==> config.mk <==
export PLATFORM = sky130hd
export DESIGN_NAME = mono_bitmap_rotate_clip_expander
export DESIGN_NICKNAME = d
export VERILOG_FILES = /design/src/rtl/core/mbrce_pkg.sv /design/src/rtl/core/mbrce_front.sv /design/src/rtl/core/mbrce_queue.sv /design/src/rtl/core/mbrce_back.sv /design/src/rtl/core/mono_bitmap_rotate_clip_expander.sv
export SDC_FILE = /design/constraint.sdc
export NUM_CORES = 1
export LEC_CHECK = 0
export ABC_AREA = 1
export BUFFER_PORTS_ARGS = -buffer_cell sky130_fd_sc_hd__buf_2
export CAP_MARGIN = 20
export CORE_MARGIN = 1.5
export CORE_UTILIZATION = 45
export DETAILED_ROUTE_END_ITERATION = 12
export PLACE_DENSITY_LB_ADDON = 0.05
export SYNTH_ARGS = -nofsm -noshare
export SYNTH_HDL_FRONTEND = slang
export SYNTH_HIERARCHICAL = 1
export SYNTH_SLANG_ARGS = --single-unit
==> constraint.sdc <==
create_clock -name clk -period 8.5 [get_ports clk]
set_input_delay 0.425 -clock clk [delete_from_list [all_inputs] [get_ports clk]]
set_output_delay 0.425 -clock clk [all_outputs]
set_load 0.01 [all_outputs]
==> src/rtl/core/mbrce_pkg.sv <==
// ----------------------------------------------------------------------------
// mbrce_pkg
// Shared constants for the one-bit bitmap rotate/clip expander: register
// indexes, orientation codes and fixed field widths.
// ----------------------------------------------------------------------------
package mbrce_pkg;

  localparam int COORD_W      = 16;
  localparam int BYTE_W       = 8;
  localparam int CNT_W        = 4;
  localparam int CFG_IDX_W    = 3;
  localparam int CFG_DATA_W   = 24;
  localparam int MODE_W       = 4;
  localparam int PIX_PER_BYTE = 8;

  localparam logic [31:0] EXTENT_RST = 32'h0000_8008;

  localparam logic [CFG_IDX_W-1:0] REG_MODE       = 3'd0;
  localparam logic [CFG_IDX_W-1:0] REG_ORIGIN_X   = 3'd1;
  localparam logic [CFG_IDX_W-1:0] REG_ORIGIN_Y   = 3'd2;
  localparam logic [CFG_IDX_W-1:0] REG_EXTENT     = 3'd3;
  localparam logic [CFG_IDX_W-1:0] REG_CLIP_X_MIN = 3'd4;
  localparam logic [CFG_IDX_W-1:0] REG_CLIP_X_MAX = 3'd5;
  localparam logic [CFG_IDX_W-1:0] REG_CLIP_Y_MIN = 3'd6;
  localparam logic [CFG_IDX_W-1:0] REG_CLIP_Y_MAX = 3'd7;

  localparam logic [2:0] ORI_IDENT     = 3'd0;
  localparam logic [2:0] ORI_ROT90     = 3'd1;
  localparam logic [2:0] ORI_ROT180    = 3'd2;
  localparam logic [2:0] ORI_ROT270    = 3'd3;
  localparam logic [2:0] ORI_MIRROR_X  = 3'd4;
  localparam logic [2:0] ORI_TRANSPOSE = 3'd5;
  localparam logic [2:0] ORI_MIRROR_Y  = 3'd6;
  localparam logic [2:0] ORI_ANTITRANS = 3'd7;

  localparam int MODE_CLIP_BIT = 3;

endpackage

==> src/rtl/core/mbrce_front.sv <==
// ----------------------------------------------------------------------------
// mbrce_front
// Accept bitmap bytes, track row and column, drop bytes past the bitmap and
// issue one job per useful byte: pixel bits, bit count and offsets.
// ----------------------------------------------------------------------------
module mbrce_front #(
  parameter int SIZE_BITS = 12
) (
  input  logic                              clk,
  input  logic                              rst_n,
  input  logic                              in_valid,
  output logic                              in_ready,
  input  logic [mbrce_pkg::BYTE_W-1:0]      in_byte,
  input  logic                              in_restart,
  input  logic [SIZE_BITS-1:0]              width,
  input  logic [SIZE_BITS-1:0]              height,
  output logic                              job_valid,
  input  logic                              job_ready,
  output logic [mbrce_pkg::BYTE_W+mbrce_pkg::CNT_W+4*SIZE_BITS-1:0] job_data
);
  import mbrce_pkg::*;

  typedef struct packed {
    logic [BYTE_W-1:0]    pixels;
    logic [CNT_W-1:0]     count;
    logic [SIZE_BITS-1:0] col;
    logic [SIZE_BITS-1:0] row;
    logic [SIZE_BITS-1:0] col_rem;
    logic [SIZE_BITS-1:0] row_rem;
  } job_t;

  logic [SIZE_BITS-1:0] row_r, row_nxt;
  logic [SIZE_BITS-1:0] col_r, col_nxt;
  logic [SIZE_BITS-1:0] row0, col0, row1, col1, rem;
  logic                 accept, adv, live;
  job_t                 job;

  assign in_ready = job_ready;
  assign accept   = in_valid && in_ready;

  always_comb begin
    row0    = in_restart ? '0 : row_r;
    col0    = in_restart ? '0 : col_r;
    adv     = (row0 < height) && (col0 >= width);
    row1    = adv ? row0 + SIZE_BITS'(1) : row0;
    col1    = adv ? '0 : col0;
    rem     = width - col1;
    live    = (width != '0) && (row1 < height);
    row_nxt = row_r;
    col_nxt = col_r;
    job.pixels  = in_byte;
    job.col     = col1;
    job.row     = row1;
    job.col_rem = rem;
    job.row_rem = height - row1;
    job.count   = CNT_W'(PIX_PER_BYTE);
    if (rem <= SIZE_BITS'(PIX_PER_BYTE)) begin
      job.count = rem[CNT_W-1:0];
    end
    if (accept) begin
      if (width == '0) begin
        row_nxt = row0;
        col_nxt = col0;
      end else if (!live) begin
        row_nxt = row1;
        col_nxt = col1;
      end else if (rem <= SIZE_BITS'(PIX_PER_BYTE)) begin
        row_nxt = row1 + SIZE_BITS'(1);
        col_nxt = '0;
      end else begin
        row_nxt = row1;
        col_nxt = col1 + SIZE_BITS'(PIX_PER_BYTE);
      end
    end
  end

  assign job_valid = in_valid && live;
  assign job_data  = job;

  always_ff @(posedge clk) begin
    if (!rst_n) begin
      row_r <= '0;
      col_r <= '0;
    end else begin
      row_r <= row_nxt;
      col_r <= col_nxt;
    end
  end

endmodule

==> src/rtl/core/mbrce_queue.sv <==
// ----------------------------------------------------------------------------
// mbrce_queue
// Two-entry job queue between the byte front end and the pixel back end.
// ----------------------------------------------------------------------------
module mbrce_queue #(
  parameter int WIDTH = 8
) (
  input  logic             clk,
  input  logic             rst_n,
  input  logic             push_valid,
  output logic             push_ready,
  input  logic [WIDTH-1:0] push_data,
  output logic             pop_valid,
  input  logic             pop_ready,
  output logic [WIDTH-1:0] pop_data
);

  logic [WIDTH-1:0] mem_r [2];
  logic             wr_ptr_r, rd_ptr_r;
  logic [1:0]       cnt_r, cnt_nxt;
  logic             push, pop;

  assign push_ready = (cnt_r != 2'd2);
  assign pop_valid  = (cnt_r != 2'd0);
  assign pop_data   = mem_r[rd_ptr_r];
  assign push       = push_valid && push_ready;
  assign pop        = pop_valid && pop_ready;

  always_comb begin
    cnt_nxt = cnt_r;
    if (push && !pop) begin
      cnt_nxt = cnt_r + 2'd1;
    end else if (pop && !push) begin
      cnt_nxt = cnt_r - 2'd1;
    end
  end

  always_ff @(posedge clk) begin
    if (push) begin
      mem_r[wr_ptr_r] <= push_data;
    end
  end

  always_ff @(posedge clk) begin
    if (!rst_n) begin
      wr_ptr_r <= 1'b0;
      rd_ptr_r <= 1'b0;
      cnt_r    <= 2'd0;
    end else begin
      cnt_r <= cnt_nxt;
      if (push) begin
        wr_ptr_r <= !wr_ptr_r;
      end
      if (pop) begin
        rd_ptr_r <= !rd_ptr_r;
      end
    end
  end

endmodule

==> src/rtl/core/mbrce_back.sv <==
// ----------------------------------------------------------------------------
// mbrce_back
// Walk the bits of one job, one per cycle unless the output or a flush holds
// the walk: map, translate and clip each set pixel, and hold the newest kept
// pixel until the next one or the end of the byte decides its last flag.
// ----------------------------------------------------------------------------
module mbrce_back #(
  parameter int SIZE_BITS = 12
) (
  input  logic                              clk,
  input  logic                              rst_n,
  input  logic                              job_valid,
  output logic                              job_ready,
  input  logic [mbrce_pkg::BYTE_W+mbrce_pkg::CNT_W+4*SIZE_BITS-1:0] job_data,
  input  logic [mbrce_pkg::MODE_W-1:0]      mode,
  input  logic signed [mbrce_pkg::COORD_W-1:0] origin_x,
  input  logic signed [mbrce_pkg::COORD_W-1:0] origin_y,
  input  logic signed [mbrce_pkg::COORD_W-1:0] clip_x_min,
  input  logic signed [mbrce_pkg::COORD_W-1:0] clip_x_max,
  input  logic signed [mbrce_pkg::COORD_W-1:0] clip_y_min,
  input  logic signed [mbrce_pkg::COORD_W-1:0] clip_y_max,
  output logic                              out_valid,
  input  logic                              out_ready,
  output logic [mbrce_pkg::COORD_W-1:0]     out_x,
  output logic [mbrce_pkg::COORD_W-1:0]     out_y,
  output logic                              out_last
);
  import mbrce_pkg::*;

  typedef struct packed {
    logic [BYTE_W-1:0]    pixels;
    logic [CNT_W-1:0]     count;
    logic [SIZE_BITS-1:0] col;
    logic [SIZE_BITS-1:0] row;
    logic [SIZE_BITS-1:0] col_rem;
    logic [SIZE_BITS-1:0] row_rem;
  } job_t;

  job_t                        job;
  logic                        busy_r, busy_nxt;
  logic [BYTE_W-1:0]           pix_r, pix_nxt;
  logic [CNT_W-1:0]            cnt_r, cnt_nxt;
  logic [SIZE_BITS-1:0]        col_r, col_nxt, colrem_r, colrem_nxt;
  logic [SIZE_BITS-1:0]        row_r, row_nxt, rowrem_r, rowrem_nxt;
  logic                        pend_v_r, pend_v_nxt, pend_fin_r, pend_fin_nxt;
  logic [COORD_W-1:0]          pend_x_r, pend_x_nxt, pend_y_r, pend_y_nxt;
  logic                        out_v_r, out_v_nxt, out_last_r, out_last_nxt;
  logic [COORD_W-1:0]          out_x_r, out_x_nxt, out_y_r, out_y_nxt;
  logic [SIZE_BITS-1:0]        ox, oy;
  logic signed [COORD_W-1:0]   px, py;
  logic                        out_free, flush, step, eob, kept, inside_win, pop;

  assign job      = job_t'(job_data);
  assign out_free = !out_v_r || out_ready;
  assign flush    = pend_v_r && pend_fin_r && out_free;
  assign step     = busy_r && out_free && !(pend_v_r && pend_fin_r);
  assign eob      = (cnt_r == CNT_W'(1));
  assign pop      = job_valid && (!busy_r || (step && eob));
  assign job_ready = !busy_r || (step && eob);

  always_comb begin
    case (mode[2:0])
      ORI_IDENT:     begin ox = col_r;    oy = row_r;    end
      ORI_ROT90:     begin ox = row_r;    oy = colrem_r; end
      ORI_ROT180:    begin ox = colrem_r; oy = rowrem_r; end
      ORI_ROT270:    begin ox = rowrem_r; oy = col_r;    end
      ORI_MIRROR_X:  begin ox = colrem_r; oy = row_r;    end
      ORI_TRANSPOSE: begin ox = row_r;    oy = col_r;    end
      ORI_MIRROR_Y:  begin ox = col_r;    oy = rowrem_r; end
      default:       begin ox = rowrem_r; oy = colrem_r; end
    endcase
    px = origin_x + $signed(COORD_W'(ox));
    py = origin_y + $signed(COORD_W'(oy));
    inside_win = (px >= clip_x_min) && (px <= clip_x_max) &&
                 (py >= clip_y_min) && (py <= clip_y_max);
    kept = pix_r[BYTE_W-1] && (!mode[MODE_CLIP_BIT] || inside_win);
  end

  always_comb begin
    busy_nxt     = busy_r;
    pix_nxt      = pix_r;
    cnt_nxt      = cnt_r;
    col_nxt      = col_r;
    colrem_nxt   = colrem_r;
    row_nxt      = row_r;
    rowrem_nxt   = rowrem_r;
    pend_v_nxt   = pend_v_r;
    pend_fin_nxt = pend_fin_r;
    pend_x_nxt   = pend_x_r;
    pend_y_nxt   = pend_y_r;
    out_v_nxt    = out_v_r && !out_ready;
    out_x_nxt    = out_x_r;
    out_y_nxt    = out_y_r;
    out_last_nxt = out_last_r;

    if (step) begin
      pix_nxt    = pix_r << 1;
      cnt_nxt    = cnt_r - CNT_W'(1);
      col_nxt    = col_r + SIZE_BITS'(1);
      colrem_nxt = colrem_r - SIZE_BITS'(1);
      if (eob) begin
        busy_nxt = 1'b0;
      end
    end
    if (pop) begin
      busy_nxt   = 1'b1;
      pix_nxt    = job.pixels;
      cnt_nxt    = job.count;
      col_nxt    = job.col;
      colrem_nxt = job.col_rem;
      row_nxt    = job.row;
      rowrem_nxt = job.row_rem;
    end

    if (flush) begin
      out_v_nxt    = 1'b1;
      out_x_nxt    = pend_x_r;
      out_y_nxt    = pend_y_r;
      out_last_nxt = 1'b1;
      pend_v_nxt   = 1'b0;
      pend_fin_nxt = 1'b0;
    end else if (step) begin
      if (kept && pend_v_r) begin
        out_v_nxt    = 1'b1;
        out_x_nxt    = pend_x_r;
        out_y_nxt    = pend_y_r;
        out_last_nxt = 1'b0;
        pend_x_nxt   = px;
        pend_y_nxt   = py;
        pend_fin_nxt = eob;
      end else if (kept && eob) begin
        out_v_nxt    = 1'b1;
        out_x_nxt    = px;
        out_y_nxt    = py;
        out_last_nxt = 1'b1;
      end else if (kept) begin
        pend_v_nxt   = 1'b1;
        pend_fin_nxt = 1'b0;
        pend_x_nxt   = px;
        pend_y_nxt   = py;
      end else if (eob && pend_v_r) begin
        out_v_nxt    = 1'b1;
        out_x_nxt    = pend_x_r;
        out_y_nxt    = pend_y_r;
        out_last_nxt = 1'b1;
        pend_v_nxt   = 1'b0;
      end
    end
  end

  always_ff @(posedge clk) begin
    pix_r      <= pix_nxt;
    cnt_r      <= cnt_nxt;
    col_r      <= col_nxt;
    colrem_r   <= colrem_nxt;
    row_r      <= row_nxt;
    rowrem_r   <= rowrem_nxt;
    pend_x_r   <= pend_x_nxt;
    pend_y_r   <= pend_y_nxt;
    out_x_r    <= out_x_nxt;
    out_y_r    <= out_y_nxt;
    out_last_r <= out_last_nxt;
  end

  always_ff @(posedge clk) begin
    if (!rst_n) begin
      busy_r     <= 1'b0;
      pend_v_r   <= 1'b0;
      pend_fin_r <= 1'b0;
      out_v_r    <= 1'b0;
    end else begin
      busy_r     <= busy_nxt;
      pend_v_r   <= pend_v_nxt;
      pend_fin_r <= pend_fin_nxt;
      out_v_r    <= out_v_nxt;
    end
  end

  assign out_valid = out_v_r;
  assign out_x     = out_x_r;
  assign out_y     = out_y_r;
  assign out_last  = out_last_r;

endmodule

==> src/rtl/core/mono_bitmap_rotate_clip_expander.sv <==
// ----------------------------------------------------------------------------
// mono_bitmap_rotate_clip_expander
// Expand a one-bit bitmap byte stream into screen pixel coordinates under one
// of eight orientations, with optional clipping to an inclusive window.
//
// Usage:
//   in_*  : one bitmap byte per transaction, MSB is the leftmost pixel;
//           in_tuser marks the first byte of a new bitmap.
//   out_* : one pixel coordinate per transaction; out_tlast flags the final
//           pixel kept for a byte. Bytes with no kept pixel give nothing.
//   cfg_* : register writes; the user writes only while the block is idle, unchecked.
// Ordering: a kept pixel waits for the next kept bit or the end of its byte,
//   which decides its last flag. Throughput: one pixel bit per cycle while
//   the output is not stalled; a byte walks up to 8 bits (the bits left in
//   the row), plus a flush step when its last kept pixel follows another
//   kept pixel. Bytes beyond the bitmap or with zero width are consumed
//   without issuing a job. A two-entry job queue lets the front take bytes
//   while pixels drain.
// Reset: row and column return to zero, the queue empties and registers
//   take their reset values; no clearing pass is needed.
// Stall: out_tready low holds the output; the back end then stops and the
//   queue fills, after which in_tready drops.
// ----------------------------------------------------------------------------
module mono_bitmap_rotate_clip_expander #(
  parameter int SIZE_BITS = 12
) (
  input  logic                                clk,
  input  logic                                rst_n,
  input  logic                                in_tvalid,
  output logic                                in_tready,
  input  logic [7:0]                          in_tdata,   // [7:0] bitmap_byte
  input  logic                                in_tuser,   // [0] restart
  output logic                                out_tvalid,
  input  logic                                out_tready,
  output logic [31:0]                         out_tdata,  // [15:0] pixel_x, [31:16] pixel_y
  output logic                                out_tlast,
  input  logic                                cfg_wen,
  input  logic [mbrce_pkg::CFG_IDX_W-1:0]     cfg_index,
  input  logic [mbrce_pkg::CFG_DATA_W-1:0]    cfg_wdata
);
  import mbrce_pkg::*;

  localparam int JOB_W = BYTE_W + CNT_W + 4 * SIZE_BITS;
  localparam logic [2*SIZE_BITS-1:0] EXT_RST = (2*SIZE_BITS)'(EXTENT_RST);

  logic [MODE_W-1:0]          mode_r;
  logic signed [COORD_W-1:0]  org_x_r, org_y_r;
  logic signed [COORD_W-1:0]  clip_x_min_r, clip_x_max_r, clip_y_min_r, clip_y_max_r;
  logic [SIZE_BITS-1:0]       width_r, height_r;
  logic [2*SIZE_BITS-1:0]     ext_val;

  logic                       fq_valid, fq_ready, qb_valid, qb_ready;
  logic [JOB_W-1:0]           fq_data, qb_data;
  logic [COORD_W-1:0]         pix_x, pix_y;

  assign ext_val = (2*SIZE_BITS)'(cfg_wdata);

  always_ff @(posedge clk) begin
    if (!rst_n) begin
      mode_r       <= '0;
      org_x_r      <= '0;
      org_y_r      <= '0;
      width_r      <= EXT_RST[SIZE_BITS-1:0];
      height_r     <= EXT_RST[2*SIZE_BITS-1:SIZE_BITS];
      clip_x_min_r <= 16'sh8000;
      clip_x_max_r <= 16'sh7FFF;
      clip_y_min_r <= 16'sh8000;
      clip_y_max_r <= 16'sh7FFF;
    end else if (cfg_wen) begin
      case (cfg_index)
        REG_MODE:       mode_r       <= cfg_wdata[MODE_W-1:0];
        REG_ORIGIN_X:   org_x_r      <= cfg_wdata[COORD_W-1:0];
        REG_ORIGIN_Y:   org_y_r      <= cfg_wdata[COORD_W-1:0];
        REG_EXTENT: begin
          width_r  <= ext_val[SIZE_BITS-1:0];
          height_r <= ext_val[2*SIZE_BITS-1:SIZE_BITS];
        end
        REG_CLIP_X_MIN: clip_x_min_r <= cfg_wdata[COORD_W-1:0];
        REG_CLIP_X_MAX: clip_x_max_r <= cfg_wdata[COORD_W-1:0];
        REG_CLIP_Y_MIN: clip_y_min_r <= cfg_wdata[COORD_W-1:0];
        REG_CLIP_Y_MAX: clip_y_max_r <= cfg_wdata[COORD_W-1:0];
        default: ;
      endcase
    end
  end

  mbrce_front #(.SIZE_BITS(SIZE_BITS)) u_front (
    .clk        (clk),
    .rst_n      (rst_n),
    .in_valid   (in_tvalid),
    .in_ready   (in_tready),
    .in_byte    (in_tdata),
    .in_restart (in_tuser),
    .width      (width_r),
    .height     (height_r),
    .job_valid  (fq_valid),
    .job_ready  (fq_ready),
    .job_data   (fq_data)
  );

  mbrce_queue #(.WIDTH(JOB_W)) u_queue (
    .clk        (clk),
    .rst_n      (rst_n),
    .push_valid (fq_valid),
    .push_ready (fq_ready),
    .push_data  (fq_data),
    .pop_valid  (qb_valid),
    .pop_ready  (qb_ready),
    .pop_data   (qb_data)
  );

  mbrce_back #(.SIZE_BITS(SIZE_BITS)) u_back (
    .clk        (clk),
    .rst_n      (rst_n),
    .job_valid  (qb_valid),
    .job_ready  (qb_ready),
    .job_data   (qb_data),
    .mode       (mode_r),
    .origin_x   (org_x_r),
    .origin_y   (org_y_r),
    .clip_x_min (clip_x_min_r),
    .clip_x_max (clip_x_max_r),
    .clip_y_min (clip_y_min_r),
    .clip_y_max (clip_y_max_r),
    .out_valid  (out_tvalid),
    .out_ready  (out_tready),
    .out_x      (pix_x),
    .out_y      (pix_y),
    .out_last   (out_tlast)
  );

  assign out_tdata = {pix_y, pix_x};

endmodule

==> results.txt <==
----------------------------------------------------
[Status]
  Outcome ... finished, final reports clean

[Global routing]
  Global-route wire length before repair ... 98410 um
  Antenna violations before repair ... 0
  Number of global-route vias before repair ... 17310
  Total global routing track utilization ... 24.26%
  Maximum number of pins on one net before global-route repair ... 85
  Overflow after GRT ... 0

[CTS]
  Clock transition time at the flip-flop clock pins of the worst setup and hold paths ... 0.06 ns
  Clk sinks ... 402
  Clock Path Buffers ... 3
  Total CTS buffers ... 46
  Clock latency on the worst-skew pair ... 0.59 ns
  Root cell of the clock tree ... clkbuf_16
  Cts repair resizes ... 0
  H-Tree Level Count ... 2
  Clock tree from TritonCTS ... yes

[Yosys]
  Portion of the post-synthesis area used by sequential elements ... 45.77%
  Yosys warning count ... 6
  Syn Std Cell Area ... 22920 um^2
  Cell variety after synth ... 56
  Post-synth EDFFs ... 244
  Synthesized Nets ... 2855
  Most used flip-flop cell after synthesis ... edfxtp_1
  Mean Syn Cell Area ... 8.594 um^2
  Proportion of synthesized flip-flops having asynchronous set or reset ... 0%
  Cell count after synthesis ... 2667
  Total of flip-flops plus latches after synthesis ... 402

[Cells and area]
  Area of the multi-input gates ... 10460 um^2
  Number of diodes ... 0
  Final standard cell utilization of the core ... 50.29%
  Area taken by flip-flops and latches ... 10490 um^2
  Number of filler instances in the final layout ... 4821
  Synthesis-to-finish area growth ... 10.07%
  Area of all placed cells without fillers ... 25230 um^2
  Total Nets Final ... 2902
  Share of post-route cells with drive strength above 1 ... 12.29%

[STA]
  Post-Route Hold Slack ... 0.03361 ns
  Final setup TNS ... 0 ns
  RSZ-0062 raised after global routing ... no
  Fmax ... 0.1472 GHz
  Worst max-slew margin expressed relative to the limit ... 24.22%
  Worst Skew ... 0.02860 ns
  Time the worst path needs with I/O delays and setup ... 6.794 ns
  Pins Over Slew Limit ... 0
  Worst slew pin tran ... 1.136 ns
  Fin crit share ... 79.92%
  Final hold violation count ... 0
  Setup violations, final ... 0

[Place]
  PortBufs ... 75
  Placer Congestion ... 0.9166
  DP Area ... 23640 um^2
  HPWL after DPL ... 46870 um

[Power]
  Leak pwr ... 0.01144 uW
  Worst ir drop on vdd ... 0.0001679 V
  Power per standard cell area ... 304.7 nW/um^2
  Power consumption ... 7689 uW

[Route]
  Drt total wl ... 63660 um
  Count of routing violations after the opening detailed-route iteration ... 1010
  Count of vias placed by the detailed router ... 17770
  Drt first pass iters ... 5
  Ratio of routed vias to standard cells ... 5.191
  Routed wirelength normalized by instance count ... 18.60 um
  Routed Antenna Nets ... 0
  Remaining routing DRC violations ... 0

[Worst setup path]
  Buffers & Inverters on Critical Path ... 3
  Critical path fanouts, max ... 32
  R2R setup slack ... 1.71 ns
  Critical Path Source Type ... flop
  Startpoint of the worst register-to-register path ... mode_r[0]
  Crit path arrival time ... 6.98 ns
  Type of element capturing the critical path ... flop
  Cell with the largest stage delay on the worst path ... o21ai_4
  Required time of the critical path ... 8.69 ns
  Launch point of the critical path ... mode_r[0]
  Type of the setup path with the least slack ... flop to flop
  Max incr delay on CP ... 0.80 ns
  CP dominant cell by count ... nand2_1
  Largest delay contributor family on the critical path ... simple AND/OR/NAND/NOR gates

[Floorplan]
  Floorplan Core Area ... 50170 um^2
  Die H ... 228.7 um
  Number of ports placed on the die boundary ... 76
  Area of the die ... 52300 um^2
  Row count ... 82
  Floorplan die width ... 228.7 um
  Effective utilization at floorplan ... 45.69%

[Min path]
  Startpoint of the most critical hold path ... in_tdata[5]
  Worst hold path class ... primary input to flop

[Job]
  Reported max-cap violation count ... 0

----------------------------------------------------
[registers in the layout, summed over array words and instances, names as in the netlist, 16 cells and up, named ones only]
register and cells:
u_back/out_y 16, clip_y_min_r 16, u_queue/mem_r 120, org_x_r 16
clip_x_max_r 16, u_back/pend_y_r 16, u_back/out_x 16, clip_y_max_r 16
org_y_r 16, u_back/pend_x_r 16, clip_x_min_r 16
[per-layer routing]
metal | up-vias | GRT usage [%] | wire [um] | share of wire (%)
met5 | - | 0 | 0 | 0
met4 | 0 | 10.37 | 2572 | 4.0
met3 | 121 | 2.982 | 2574 | 4.0
met2 | 408 | 40.62 | 29700 | 47
met1 | 8368 | 31.63 | 28810 | 45
li1 | 8872 | - | - | -
[metrics by stage]
step,setup WS (ns),cells
finish,1.707,3423
global route,1.040,3423
CTS,1.701,3423
detailed placement,1.764,3337
global placement,1.901,3337
floorplan,1.632,2667
[cells in the mapped netlist (17+ instances only)]
library cell,n,share of area (%)
nand2_2,24,0.66
nor2_1,318,5.2
xor2_1,46,1.8
edfxtp_1,244,32
ha_1,143,7.8
dfxtp_1,158,14
nand3_1,200,4.4
inv_1,342,5.6
o21ai_0,91,2.0
buf_2,22,0.48
nand2_1,601,9.8
nor3_1,20,0.44
nand4_1,33,0.90
clkbuf_1,23,0.38
a21oi_1,105,2.3
inv_2,17,0.28
mux2_4,60,3.9
buf_4,17,0.56
[layout make-up]
class                      instances  area share (%)
timing repair buffer              90           1.954
clock inverter                    25           1.170
sequential                       402           41.59
inverter                         362           5.396
tap                              672           3.333
clock buffer                      60           5.098
multi-input combinational       1812           41.46
[what timing repair did]
action,in CTS,in global routing
hold buffers,1,0
setup buffers,0,0
endpoints found under the setup margin,0,0
hold endpoints to repair,2,0
[cell usage in the layout, fill, tap and decap left out, types with 18 or more instances in the layout]
master | synthesis | layout
a21oi_1 | 105 | 105
buf_2 | 22 | 74
clkbuf_16 | 0 | 48
dfxtp_1 | 158 | 157
edfxtp_1 | 244 | 244
ha_1 | 143 | 143
inv_1 | 342 | 342
inv_2 | 17 | 18
mux2_4 | 60 | 60
nand2_1 | 601 | 601
nand2_2 | 24 | 24
nand3_1 | 200 | 200
nand4_1 | 33 | 33
nor2_1 | 318 | 315
nor3_1 | 20 | 20
o21ai_0 | 91 | 90
xor2_1 | 46 | 46
[worst reg2reg max path: cells and delay by family (launching register included)]
kind / cells / cell delay [ns]
AOI/OAI and AO/OA: 7 / 1.93
xor gates and xnor gates: 1 / 0.20
adders and majority gates: 3 / 0.98
buffers and inverters: 3 / 0.62
DFF: 1 / 0.65
and+or+nand+nor: 15 / 1.98
[kinds of logic (layout without fill, tap and decap cells)]
kind of cell | count (synthesis) | in the layout | share of synthesized area (%)
flip-flops | 402 | 402 | 45.77
XOR/XNOR | 62 | 62 | 2.369
buffers and inverters | 453 | 537 | 8.750
adder cells (fa/ha/maj) | 147 | 147 | 8.155
AO/OA/AOI/OAI | 292 | 292 | 7.380
AND/OR/NAND/NOR | 1251 | 1251 | 23.65
multiplexers | 60 | 60 | 3.930
[final timing paths]
| path | endpoint | cells past startpoint |
|---|---|---|
| max | u_back/out_x[11] | 29 |
| max reg2reg | u_back/out_x[11] | 29 |
| min reg2reg | u_front/col_r[1] | 2 |
| min | u_queue/mem_r[0][57] | 1 |
[power breakdown]
part           switching [uW]  leakage [uW]  internal (uW)  total, uW
logic                    1820       0.00711            929       2750
registers                 199       0.00355           2670       2870
clock network             819      0.000779           1250       2070
total                    2840        0.0114           4850       7690
Power figures use the tool's default switching activity.
